`src/rtl/irss_pkg.sv`:
```
// ----------------------------------------------------------------------------
// irss_pkg: shared types and constants for the ID record store.
// Holds the default sizes, the status codes and the item passed between the
// front end and the back end.
// ----------------------------------------------------------------------------
`default_nettype none
package irss_pkg;

  localparam int unsigned MemBytesDef = 256;
  localparam int unsigned MaxIdLenDef = 16;

  typedef enum logic [1:0] {
    CMD_ADD    = 2'd0,
    CMD_SEARCH = 2'd1,
    CMD_GET    = 2'd2,
    CMD_NONE   = 2'd3
  } cmd_e;

  typedef enum logic [2:0] {
    ST_ADDED    = 3'd0,
    ST_FOUND    = 3'd1,
    ST_NOTFOUND = 3'd2,
    ST_FULL     = 3'd3,
    ST_BADIDX   = 3'd4,
    ST_BYTE     = 3'd5
  } status_e;

  typedef enum logic [1:0] {
    OP_STAGE  = 2'd0,
    OP_ADD    = 2'd1,
    OP_SEARCH = 2'd2,
    OP_GET    = 2'd3
  } op_e;

  typedef struct packed {
    op_e        op;
    logic [7:0] id_byte;
    logic [7:0] record_index;
  } item_t;

endpackage
`default_nettype wire

```
`src/rtl/irss_front.sv`:
```
// ----------------------------------------------------------------------------
// irss_front: input word intake and classification.
// Decodes each word into a back-end operation and holds it in a two-entry
// queue; unused commands are taken and dropped.
// ----------------------------------------------------------------------------
`default_nettype none
module irss_front (
  input  wire logic           clk_i,
  input  wire logic           rst_ni,
  input  wire logic           in_valid_i,
  output logic                in_ready_o,
  input  wire logic [1:0]     cmd_i,
  input  wire logic [7:0]     id_byte_i,
  input  wire logic           id_last_i,
  input  wire logic [7:0]     record_index_i,
  output logic                item_valid_o,
  input  wire logic           item_ready_i,
  output irss_pkg::item_t     item_o
);
  import irss_pkg::*;

  item_t      fifo_q [2];
  logic       wptr_q, wptr_d, rptr_q, rptr_d;
  logic [1:0] cnt_q, cnt_d;
  item_t      item_new;
  logic       push, pop;

  always_comb begin
    item_new.id_byte      = id_byte_i;
    item_new.record_index = record_index_i;
    unique case (cmd_i)
      CMD_ADD:    item_new.op = id_last_i ? OP_ADD : OP_STAGE;
      CMD_SEARCH: item_new.op = id_last_i ? OP_SEARCH : OP_STAGE;
      default:    item_new.op = OP_GET;
    endcase
  end

  assign in_ready_o   = (cnt_q != 2'd2);
  assign item_valid_o = (cnt_q != 2'd0);
  assign item_o       = fifo_q[rptr_q];
  assign push         = in_valid_i && in_ready_o && (cmd_i != CMD_NONE);
  assign pop          = item_valid_o && item_ready_i;

  always_comb begin
    wptr_d = wptr_q ^ push;
    rptr_d = rptr_q ^ pop;
    cnt_d  = cnt_q + {1'b0, push} - {1'b0, pop};
  end

  always_ff @(posedge clk_i or negedge rst_ni) begin
    if (!rst_ni) begin
      wptr_q <= 1'b0;
      rptr_q <= 1'b0;
      cnt_q  <= 2'd0;
    end else begin
      wptr_q <= wptr_d;
      rptr_q <= rptr_d;
      cnt_q  <= cnt_d;
    end
  end

  always_ff @(posedge clk_i) begin
    if (push) begin
      fifo_q[wptr_q] <= item_new;
    end
  end

  a_cnt_range: assert property (@(posedge clk_i) disable iff (!rst_ni)
    cnt_q != 2'd3) else $error("queue count out of range");
  a_no_push_full: assert property (@(posedge clk_i) disable iff (!rst_ni)
    cnt_q == 2'd2 |-> !push) else $error("push into full queue");
  a_ptr_cnt: assert property (@(posedge clk_i) disable iff (!rst_ni)
    (cnt_q == 2'd1) |-> (wptr_q != rptr_q)) else $error("pointers disagree");

endmodule
`default_nettype wire

```
`src/rtl/irss_back.sv`:
```
// ----------------------------------------------------------------------------
// irss_back: record engine.
// Stages ID bytes, appends records, walks the record memory for search and
// get, and drives the registered result port.
// ----------------------------------------------------------------------------
`default_nettype none
module irss_back #(
  parameter int unsigned MemBytes = irss_pkg::MemBytesDef,
  parameter int unsigned MaxIdLen = irss_pkg::MaxIdLenDef
) (
  input  wire logic            clk_i,
  input  wire logic            rst_ni,
  input  wire logic            item_valid_i,
  output logic                 item_ready_o,
  input  wire irss_pkg::item_t item_i,
  output logic                 out_valid_o,
  input  wire logic            out_ready_i,
  output logic [2:0]           status_o,
  output logic [7:0]           found_index_o,
  output logic [7:0]           out_byte_o,
  output logic [4:0]           out_length_o,
  output logic                 out_last_o
);
  import irss_pkg::*;

  localparam int unsigned AW = $clog2(MemBytes);
  localparam int unsigned PW = AW + 1;
  localparam int unsigned LW = $clog2(MaxIdLen + 1);
  localparam int unsigned IW = $clog2(MaxIdLen);

  typedef enum logic [3:0] {
    S_IDLE, S_ADD_LEN, S_ADD_BYTE, S_SRCH_HDR, S_SRCH_LEN, S_SRCH_RD,
    S_SRCH_CMP, S_GET_HDR, S_GET_LEN, S_GET_RD, S_GET_OUT, S_EMIT
  } state_e;

  state_e        state_q, state_d;
  logic [LW-1:0] slen_q, slen_d, len_q, len_d, j_q, j_d, nlen;
  logic [7:0]    cnt_q, cnt_d, i_q, i_d, ridx_q, ridx_d, res_fi_q, res_fi_d;
  logic [PW-1:0] fp_q, fp_d, a_q, a_d;
  status_e       res_st_q, res_st_d;
  logic [7:0]    staged_q [MaxIdLen];
  logic          stg_we;
  logic [7:0]    mem [MemBytes];
  logic [7:0]    rdata_q;
  logic          we, re;
  logic [AW-1:0] maddr;
  logic [7:0]    wdata;
  logic [PW:0]   need;
  logic          space, load, o_last;
  status_e       o_st;
  logic [7:0]    o_fi, o_byte;
  logic [4:0]    o_len;
  logic          out_valid_q;
  logic [2:0]    status_q;
  logic [7:0]    found_index_q, out_byte_q;
  logic [4:0]    out_length_q;
  logic          out_last_q;

  assign space        = !out_valid_q || out_ready_i;
  assign item_ready_o = (state_q == S_IDLE);
  assign nlen         = (slen_q < LW'(MaxIdLen)) ? slen_q + LW'(1) : slen_q;
  assign need         = {1'b0, fp_q} + (PW + 1)'(1) + (PW + 1)'(nlen);

  always_comb begin
    state_d  = state_q;
    slen_d   = slen_q;
    len_d    = len_q;
    j_d      = j_q;
    cnt_d    = cnt_q;
    i_d      = i_q;
    ridx_d   = ridx_q;
    fp_d     = fp_q;
    a_d      = a_q;
    res_st_d = res_st_q;
    res_fi_d = res_fi_q;
    stg_we   = 1'b0;
    we       = 1'b0;
    re       = 1'b0;
    maddr    = '0;
    wdata    = '0;
    load     = 1'b0;
    o_st     = res_st_q;
    o_fi     = res_fi_q;
    o_byte   = '0;
    o_len    = '0;
    o_last   = 1'b1;
    unique case (state_q)
      S_IDLE: begin
        if (item_valid_i) begin
          unique case (item_i.op)
            OP_STAGE: begin
              stg_we = (slen_q < LW'(MaxIdLen));
              slen_d = nlen;
            end
            OP_ADD: begin
              stg_we = (slen_q < LW'(MaxIdLen));
              slen_d = '0;
              len_d  = nlen;
              if (cnt_q == 8'hFF || need > (PW + 1)'(MemBytes)) begin
                res_st_d = ST_FULL;
                res_fi_d = cnt_q;
                state_d  = S_EMIT;
              end else begin
                state_d = S_ADD_LEN;
              end
            end
            OP_SEARCH: begin
              stg_we  = (slen_q < LW'(MaxIdLen));
              slen_d  = '0;
              len_d   = nlen;
              a_d     = '0;
              i_d     = '0;
              state_d = S_SRCH_HDR;
            end
            default: begin
              if (item_i.record_index >= cnt_q) begin
                res_st_d = ST_BADIDX;
                res_fi_d = '0;
                state_d  = S_EMIT;
              end else begin
                ridx_d  = item_i.record_index;
                a_d     = '0;
                i_d     = '0;
                state_d = S_GET_HDR;
              end
            end
          endcase
        end
      end
      S_ADD_LEN: begin
        we      = 1'b1;
        maddr   = fp_q[AW-1:0];
        wdata   = 8'(len_q);
        j_d     = '0;
        state_d = S_ADD_BYTE;
      end
      S_ADD_BYTE: begin
        if (j_q == len_q) begin
          fp_d     = fp_q + PW'(1) + PW'(len_q);
          cnt_d    = cnt_q + 8'd1;
          res_st_d = ST_ADDED;
          res_fi_d = cnt_q + 8'd1;
          state_d  = S_EMIT;
        end else begin
          we    = 1'b1;
          maddr = AW'(fp_q + PW'(1) + PW'(j_q));
          wdata = staged_q[j_q[IW-1:0]];
          j_d   = j_q + LW'(1);
        end
      end
      S_SRCH_HDR: begin
        if (i_q == cnt_q) begin
          res_st_d = ST_NOTFOUND;
          res_fi_d = '0;
          state_d  = S_EMIT;
        end else begin
          re      = 1'b1;
          maddr   = a_q[AW-1:0];
          state_d = S_SRCH_LEN;
        end
      end
      S_SRCH_LEN: begin
        if (rdata_q == 8'(len_q)) begin
          j_d     = '0;
          state_d = S_SRCH_RD;
        end else begin
          a_d     = a_q + PW'(rdata_q) + PW'(1);
          i_d     = i_q + 8'd1;
          state_d = S_SRCH_HDR;
        end
      end
      S_SRCH_RD: begin
        if (j_q == len_q) begin
          res_st_d = ST_FOUND;
          res_fi_d = i_q;
          state_d  = S_EMIT;
        end else begin
          re      = 1'b1;
          maddr   = AW'(a_q + PW'(1) + PW'(j_q));
          state_d = S_SRCH_CMP;
        end
      end
      S_SRCH_CMP: begin
        if (rdata_q == staged_q[j_q[IW-1:0]]) begin
          j_d     = j_q + LW'(1);
          state_d = S_SRCH_RD;
        end else begin
          a_d     = a_q + PW'(1) + PW'(len_q);
          i_d     = i_q + 8'd1;
          state_d = S_SRCH_HDR;
        end
      end
      S_GET_HDR: begin
        re      = 1'b1;
        maddr   = a_q[AW-1:0];
        state_d = S_GET_LEN;
      end
      S_GET_LEN: begin
        if (i_q == ridx_q) begin
          len_d   = LW'(rdata_q);
          j_d     = '0;
          state_d = S_GET_RD;
        end else begin
          a_d     = a_q + PW'(rdata_q) + PW'(1);
          i_d     = i_q + 8'd1;
          state_d = S_GET_HDR;
        end
      end
      S_GET_RD: begin
        re      = 1'b1;
        maddr   = AW'(a_q + PW'(1) + PW'(j_q));
        state_d = S_GET_OUT;
      end
      S_GET_OUT: begin
        o_st   = ST_BYTE;
        o_fi   = ridx_q;
        o_byte = rdata_q;
        o_len  = 5'(len_q);
        o_last = (j_q + LW'(1) == len_q);
        if (space) begin
          load = 1'b1;
          if (o_last) begin
            state_d = S_IDLE;
          end else begin
            j_d     = j_q + LW'(1);
            state_d = S_GET_RD;
          end
        end
      end
      default: begin
        if (space) begin
          load    = 1'b1;
          state_d = S_IDLE;
        end
      end
    endcase
  end

  always_ff @(posedge clk_i or negedge rst_ni) begin
    if (!rst_ni) begin
      state_q     <= S_IDLE;
      slen_q      <= '0;
      cnt_q       <= '0;
      fp_q        <= '0;
      out_valid_q <= 1'b0;
    end else begin
      state_q <= state_d;
      slen_q  <= slen_d;
      cnt_q   <= cnt_d;
      fp_q    <= fp_d;
      if (load) begin
        out_valid_q <= 1'b1;
      end else if (out_ready_i) begin
        out_valid_q <= 1'b0;
      end
    end
  end

  always_ff @(posedge clk_i) begin
    len_q    <= len_d;
    j_q      <= j_d;
    i_q      <= i_d;
    ridx_q   <= ridx_d;
    a_q      <= a_d;
    res_st_q <= res_st_d;
    res_fi_q <= res_fi_d;
    if (stg_we) begin
      staged_q[slen_q[IW-1:0]] <= item_i.id_byte;
    end
    if (load) begin
      status_q      <= o_st;
      found_index_q <= o_fi;
      out_byte_q    <= o_byte;
      out_length_q  <= o_len;
      out_last_q    <= o_last;
    end
  end

  always_ff @(posedge clk_i) begin
    if (we) begin
      mem[maddr] <= wdata;
    end
    if (re) begin
      rdata_q <= mem[maddr];
    end
  end

  assign out_valid_o   = out_valid_q;
  assign status_o      = status_q;
  assign found_index_o = found_index_q;
  assign out_byte_o    = out_byte_q;
  assign out_length_o  = out_length_q;
  assign out_last_o    = out_last_q;

  a_slen_max: assert property (@(posedge clk_i) disable iff (!rst_ni)
    slen_q <= LW'(MaxIdLen)) else $error("staged length overflow");
  a_fp_max: assert property (@(posedge clk_i) disable iff (!rst_ni)
    {1'b0, fp_q} <= (PW + 1)'(MemBytes)) else $error("free pointer overflow");
  a_walk_bound: assert property (@(posedge clk_i) disable iff (!rst_ni)
    (state_q == S_SRCH_HDR || state_q == S_GET_HDR) |-> (a_q <= fp_q))
    else $error("record walk past free pointer");
  a_no_load_busy: assert property (@(posedge clk_i) disable iff (!rst_ni)
    load |-> space) else $error("result overwritten");

endmodule
`default_nettype wire

```
`src/rtl/id_record_store_search.sv`:
```
// ----------------------------------------------------------------------------
// id_record_store_search: store of card IDs as length-prefixed byte records.
// Add writes the length byte, then each ID byte; search reads each record's
// length and compares its bytes when the length matches; get skips records
// and returns one byte per result word; all share the single memory port.
// Throughput: one word per cycle through the intake queue while not full, one
// command at a time in the record engine.
// Reset clears the record count, free pointer and staging; memory is not swept.
// ----------------------------------------------------------------------------
`default_nettype none
module id_record_store_search #(
  parameter int unsigned MemBytes = irss_pkg::MemBytesDef,
  parameter int unsigned MaxIdLen = irss_pkg::MaxIdLenDef
) (
  input  wire logic        clk_i,
  input  wire logic        rst_ni,
  input  wire logic        s_axis_tvalid_i,
  output logic             s_axis_tready_o,
  // cmd [1:0], id_byte [9:2], record_index [17:10]
  input  wire logic [23:0] s_axis_tdata_i,
  // id_last
  input  wire logic        s_axis_tlast_i,
  output logic             m_axis_tvalid_o,
  input  wire logic        m_axis_tready_i,
  // status [2:0], found_index [10:3], out_byte [18:11], out_length [23:19]
  output logic [23:0]      m_axis_tdata_o,
  // out_last
  output logic             m_axis_tlast_o
);
  import irss_pkg::*;

  item_t      item;
  logic       item_valid, item_ready;
  logic [2:0] status;
  logic [7:0] found_index, out_byte;
  logic [4:0] out_length;

  irss_front u_front (
    .clk_i          (clk_i),
    .rst_ni         (rst_ni),
    .in_valid_i     (s_axis_tvalid_i),
    .in_ready_o     (s_axis_tready_o),
    .cmd_i          (s_axis_tdata_i[1:0]),
    .id_byte_i      (s_axis_tdata_i[9:2]),
    .id_last_i      (s_axis_tlast_i),
    .record_index_i (s_axis_tdata_i[17:10]),
    .item_valid_o   (item_valid),
    .item_ready_i   (item_ready),
    .item_o         (item)
  );

  irss_back #(
    .MemBytes (MemBytes),
    .MaxIdLen (MaxIdLen)
  ) u_back (
    .clk_i         (clk_i),
    .rst_ni        (rst_ni),
    .item_valid_i  (item_valid),
    .item_ready_o  (item_ready),
    .item_i        (item),
    .out_valid_o   (m_axis_tvalid_o),
    .out_ready_i   (m_axis_tready_i),
    .status_o      (status),
    .found_index_o (found_index),
    .out_byte_o    (out_byte),
    .out_length_o  (out_length),
    .out_last_o    (m_axis_tlast_o)
  );

  assign m_axis_tdata_o = {out_length, out_byte, found_index, status};

endmodule
`default_nettype wire
```
`config.mk`:
```
export PLATFORM = sky130hd
export DESIGN_NAME = id_record_store_search
export DESIGN_NICKNAME = d
export VERILOG_FILES = /design/src/rtl/irss_pkg.sv /design/src/rtl/irss_front.sv /design/src/rtl/irss_back.sv /design/src/rtl/id_record_store_search.sv
export SDC_FILE = /design/constraint.sdc
export NUM_CORES = 2
export LEC_CHECK = 0
export BUFFER_PORTS_ARGS = -buffer_cell sky130_fd_sc_hd__buf_2
export CELL_PAD_IN_SITES_DETAIL_PLACEMENT = 1
export CELL_PAD_IN_SITES_GLOBAL_PLACEMENT = 2
export CORE_UTILIZATION = 48
export CTS_BUF_LIST = sky130_fd_sc_hd__clkbuf_2 sky130_fd_sc_hd__clkbuf_4 sky130_fd_sc_hd__clkbuf_8
export CTS_CLUSTER_DIAMETER = 40
export DETAILED_ROUTE_END_ITERATION = 12
export PLACE_DENSITY = 0.93
export REMOVE_ABC_BUFFERS = 1
export SLEW_MARGIN = 20
export SYNTH_ARGS = -nofsm -noshare
export SYNTH_HDL_FRONTEND = slang
export SYNTH_SLANG_ARGS = --single-unit
```
`constraint.sdc`:
```
create_clock -name clk_i -period 8.1 [get_ports clk_i]
set_input_delay 0.405 -clock clk_i [delete_from_list [all_inputs] [get_ports clk_i]]
set_output_delay 0.405 -clock clk_i [all_outputs]
set_load 0.05 [all_outputs]
```
## After elaboration in Yosys (flattened, before gate mapping)

Memories as Yosys holds them, arrays and structs flattened. A register that Yosys moved wholly into a read port is not among the register bits.
Index checks and enable logic that the tools add are counted.

- Flip-flop bits (word level): 102
- Bits in writable memories: 2212
- Memories kept: 3
- Logic and storage cells: 204
- Input port bits: 29
- Output and inout port bits: 27

Memories:

| memory | depth | bits a word | read ports | clocked after memory_dff | wr ports | line | source |
|---|---|---|---|---|---|---|---|
| u_back.mem | 256 | 8 | 1 | 1 | 1 | irss_back.sv:43 | `logic [7:0] mem [MemBytes];` |
| u_back.staged_q | 16 | 8 | 1 | 1 | 1 | irss_back.sv:41 | `logic [7:0] staged_q [MaxIdLen];` |
| u_front.fifo_q | 2 | 18 | 1 | 0 | 1 | irss_front.sv:22 | `item_t fifo_q [2];` |

- Magnitude comparators: 3
- Equal/unequal tests: 42
- Muxes and demuxes: 85
- Add/sub/neg operators: 16
- Bitwise gates (word level): 4
- Reductions and logical operators: 31

Operators with widths:

| kind | count |
|---|---|
| 2-to-1 mux 8 bit | 16 |
| one-hot mux 8 bit (4 select lines) | 2 |
| 2-to-1 mux 5 bit | 10 |
| one-hot mux 8 bit (2 select lines) | 3 |
| one-hot mux 8 bit (6 select lines) | 1 |
| 2-to-1 mux 9 bit | 5 |
| 2-to-1 mux 4 bit | 11 |
| one-hot mux 4 bit (11 select lines) | 1 |
| one-hot mux 9 bit (4 select lines) | 1 |
| one-hot mux 5 bit (6 select lines) | 1 |
| adder 9 x 1 -> 9 bit, second input constant | 3 |
| equality test 8 bit | 3 |
| 2-to-1 mux 3 bit | 8 |
| != test 2 bit, second input constant | 11 |
| one-hot mux 5 bit (2 select lines) | 2 |
| adder 9 x 5 -> 9 bit | 2 |
| one-hot mux 9 bit (2 select lines) | 1 |
| adder 8 x 1 -> 8 bit, second input constant | 2 |
| adder 8 x 5 -> 8 bit | 2 |
| equality test 4 x 3 -> 1 bit, second input constant | 4 |
| 2-to-1 mux 1 bit | 16 |
| != test 2 x 1 -> 1 bit, second input constant | 8 |
| AND reduction 7 bit | 2 |
| equality test 4 bit, second input constant | 3 |
| other kinds (45) | 63 |

## Logic depth before layout (Yosys ltp)

- Depth after elaboration: 9
- Gate-level depth with buffers: 20
- Depth with buffers taken out: 16

## Modules after synthesis

From an unflattened synthesis, not the netlist that was laid out.

- Cell total of the unflattened synthesis: 7226
- Area, all modules: 97418.4 um^2

By module, submodules not included:

| module | sequential area each (um^2) | times used | area each (um^2) | cells an instance |
|---|---|---|---|---|
| irss_back | 68440.6 | 1 | 95850.7 | 7141 |
| irss_front | 1181.1 | 1 | 1567.8 | 85 |

## Worst setup path after synthesis

OpenSTA, ideal clock, no wires.

- Path kind: register to register
- Start: reg with a tool-made name
- End: mem u_back.mem[0][6], data pin
- Path buffers: 2
- Path slack: 2346 ps
- Data arrival time: 4886 ps
- Cell stages (with the launch flop): 6
- Setup time: 868 ps
- Required time: 7232 ps
- Clock period less this slack: 5754 ps
- Cell sequence: dfxtp_1 -> clkbuf_1 -> buf_1 -> mux4_2 -> mux4_2 -> and2_1

RTL lines:

| item | line |
|---|---|
| to (decl) | irss_back.sv:43 |

## Final worst setup path

- Start: reg u_back.state_q[1]
- End: reg u_back.rdata_q[3] (read register of u_back.mem), data pin

- Word-level cells in the longest chain between the ends: 3

Ends and longest elaborated chain:

| item | line | source |
|---|---|---|
| from (decl) | irss_back.sv:36 | `state_e state_q, state_d;` |
| from (signal assigned) | irss_back.sv:247 | `state_q <= state_d;` |
| equality test 4 x 3 -> 1 bit or equality test 4 bit (tied branches) | irss_back.sv:87 | `unique case (state_q)` |
| OR reduction 2 bit (no line) | -- |  |
| one-hot mux 1 bit (3 select lines) | irss_back.sv:87 |  |
| to (decl) | irss_back.sv:44 | `logic [7:0] rdata_q;` |

Parallel ways exist; a longest one is shown, timed or not.
A chain may end at the register's enable or synchronous reset.

==> flow_summary.yaml <==
routing:
  routed_wl_mm: 314
  wl_per_cell_um: 30.3
  drtPass1Iterations: 9
  viasPerCell: 6.27
  dr_total_vias: 64949
  drt-initial-drc-count: 8618
  drc_errors: 0
  antenna_left: 0
worst_setup_path:
  cp_data_required_time_ps: 8920
  crit_family: "simple AND/OR/NAND/NOR gates"
  crit_start: "u_back.state_q[1]"
  cpPeakStageDelay_ps: 940
  worstPathBufferInverterCount: 1
  worstSetupPathType: "reg -> reg"
  startpoint_type: "register"
  r2r-start: "u_back.state_q[1]"
  crit_path_frequent_cell: "nand2b_1"
  cp.arrival_ps: 7550
  critPathMaxFanout: 33
  worstRegToRegCells: 12
  r2r_setup_slack_ps: 1370
  cp_slowest_cell: "dfrtp_1"
  end_kind: "register"
  crit-reg2reg-capture: "u_back.rdata_q[3]"
  crit_chain: "nand2b_1 -> nand2b_1 -> a21oi_2 -> a221o_1 -> or2_4 -> nor2_4 -> buf_4 -> a32oi_1 -> a31oi_1 -> nor4_1 -> o211ai_1 -> or4_1"
sta:
  slew_viol_final: 0
  setup_violations: 0
  worstMarginPinSlew_ps: 1240
  finalHoldViolations: 0
  rsz0062_at_grt: "false"
  finalCritPeriodShare_pct: 83.1
  slew_headroom_pct: 16.7
  finClkSkew_ps: 115
  max_freq_ghz: 0.149
  layout_min_cycle_time_ps: 6730
  setup_tns_ps: 0
  whs_ps: 87.4
final_layout:
  final_cell_mix: "edfxtp_1, nand2_1, nand3_1"
  fill_cells: 19356
  layout.nets: 7500
  drive_gt1_share_pct: 14.5
  layout_commonest_cell: "edfxtp_1"
  design_area_mm2: 0.109
  synthToLayoutAreaGrowth_pct: 13.3
placement:
  place_congestion: 0.898
  hpwl_mm: 189
  portBuffers: 49
  dpl_cell_area_mm2: 0.100
logic_synthesis:
  async_reset_ff_share_pct: 1.33
  ys_types: 72
  synth_edf_count: 2290
  ys.flop_type: "edfxtp_1"
  synth_cells: 7104
  syn_area_per_cell_um2: 13.5
  yosysSeqAreaShare_pct: 72.4
  ys_ff_latch: 2325
  yosys_warnings: 0
  syn_area_mm2: 0.0962
floorplan:
  die_h_um: 450
  io_pins: 56
  start_util_pct: 48.5
  rows: 163
  fp.dieW_um: 450
  dieArea_mm2: 0.202
  core_area_mm2: 0.198
min_path:
  holdPathStages: 2
  min_from: "s_axis_tdata_i[16]"
  hold_class: "in -> reg"
  min_to: "u_front.fifo_q[0][6]"
pwr:
  clockPowerShare_pct: 45.3
  peakVddDrop_mv: 0.197
  seq_power_share_pct: 54.1
  p_sw_mw: 5.09
  p_sw_share_pct: 21.0
  power.total_mw: 24.2
  combPwrFrac_pct: 0.6
  p_int_mw: 19.2
  power_leakage_nw: 36.5
  powerDensity_mw_per_mm2: 222
global_routing:
  antenna_found_initial: 17
  grt_use_met2_pct: 49.2
  grt_pass1_vias: 68251
  gr-total-overflow: 0
  grt_usage_pct: 30.6
  busiest_layer: "met2"
  grt_use_met3_pct: 6.97
  met1_usage_pct: 37.7
  grt_pass1_wl_mm: 457
  grt_start_max_net_pins: 225
clock_tree:
  post_cts_resized: 0
  clk_latency_ps: 1130
  clkTransAtPathRegs_ps: 60
  cts_max_path_buffers: 4
  clkSinkCount: 2325
  tritoncts.num_buffers: 409
  cts_tree: "built"
  clockRootBuffer: "clkbuf_8"
  htree_levels: 5
outcome:
  run_status: "completed"
job:
  cap_violations: 0
## synthesized netlist by cell type (all sizes together) (54+ instances only)
cell type | number | share of area, %
clkbuf | 157 | 0.61
and3 | 125 | 0.81
xor2 | 54 | 0.49
ha | 58 | 0.75
edfxtp | 2290 | 71
mux4 | 57 | 1.3
a31oi | 64 | 0.42
nand2 | 1631 | 6.4
buf | 304 | 1.5
nor3 | 68 | 0.38
mux2i | 321 | 3.3
a21oi | 115 | 0.60
a311oi | 110 | 1.0
nor2 | 353 | 1.4
nand3 | 782 | 4.1
## worst max-delay path by stage
stage                               endpoint  slack (ps)  cells after the start
final                      u_back.rdata_q[3]        1370                     12
after floorplan           u_back.mem[106][0]      -26440                      8
after global routing       u_back.rdata_q[3]        1240                     12
after global placement     u_back.rdata_q[5]        1780                     14
after CTS                  u_back.rdata_q[3]        1550                     12
after detailed placement   u_back.rdata_q[3]        1590                     12
## routing by layer
metal	vias up	routed length, µm	share of wire, %
met5	-	128	0.041
met2	3819	150000	48
li1	27075	-	-
met4	16	21000	6.7
met1	32979	114000	36
met3	1060	29900	9.5
## registers in the layout (all words and copies together) (netlist names), 9 cells and up, named ones only
register / flops
u_back.staged_q: 128
u_back.fp_q: 9
u_front.fifo_q: 36
u_back.mem: 2048
## cell families after synthesis
logic type	share of synthesized area, %
AOI/OAI and AO/OA	4.46
buffers and inverters	2.33
and+or+nand+nor	13.9
adders and majority gates	0.879
muxes	5.13
xor gates and xnor gates	0.947
DFF	72.4
## area by class of cell
cell class / instances / area, µm² / area share, %
Sequential cell: 2325 / 69600 / 63.9
Clock buffer: 524 / 6590 / 6.04
Timing Repair Buffer: 353 / 3090 / 2.84
Antenna cell: 6 / 15.0 / 0.0138
Multi-Input combinational cell: 4271 / 24700 / 22.6
Inverter: 47 / 176 / 0.162
Tap cell: 2640 / 3300 / 3.03
Clock inverter: 200 / 1520 / 1.39
## power by group through the flow
| stage | registers, mW | clock network (mW) | logic [mW] |
|---|---|---|---|
| after CTS | 13.1 | 11.0 | 0.155 |
| final | 13.1 | 11.0 | 0.153 |
| after detailed placement | 13.4 | 0 | 0.142 |
| after global placement | 13.4 | 0 | 0.127 |
| after global routing | 13.1 | 11.5 | 0.168 |
| after floorplan | 13.4 | 0 | 0.0862 |
## per-stage QoR
stage / setup slack [ps] / instances / util [%]
after floorplan: -26440 / 6643 / -
after global placement: 1780 / 9604 / 50.7
after detailed placement: 1590 / 9605 / 50.7
after CTS: 1550 / 10357 / 54.9
after global routing: 1240 / 10363 / 55.0
final: 1370 / 10366 / 55.0
## timing repair
| item | CTS | global route |
|---|---|---|
| hold buffers | 28 | 0 |
| buffers inserted | 0 | 0 |
| endpoints found under the hold margin | 71 | 0 |
(Power assumes the default switching activity.)
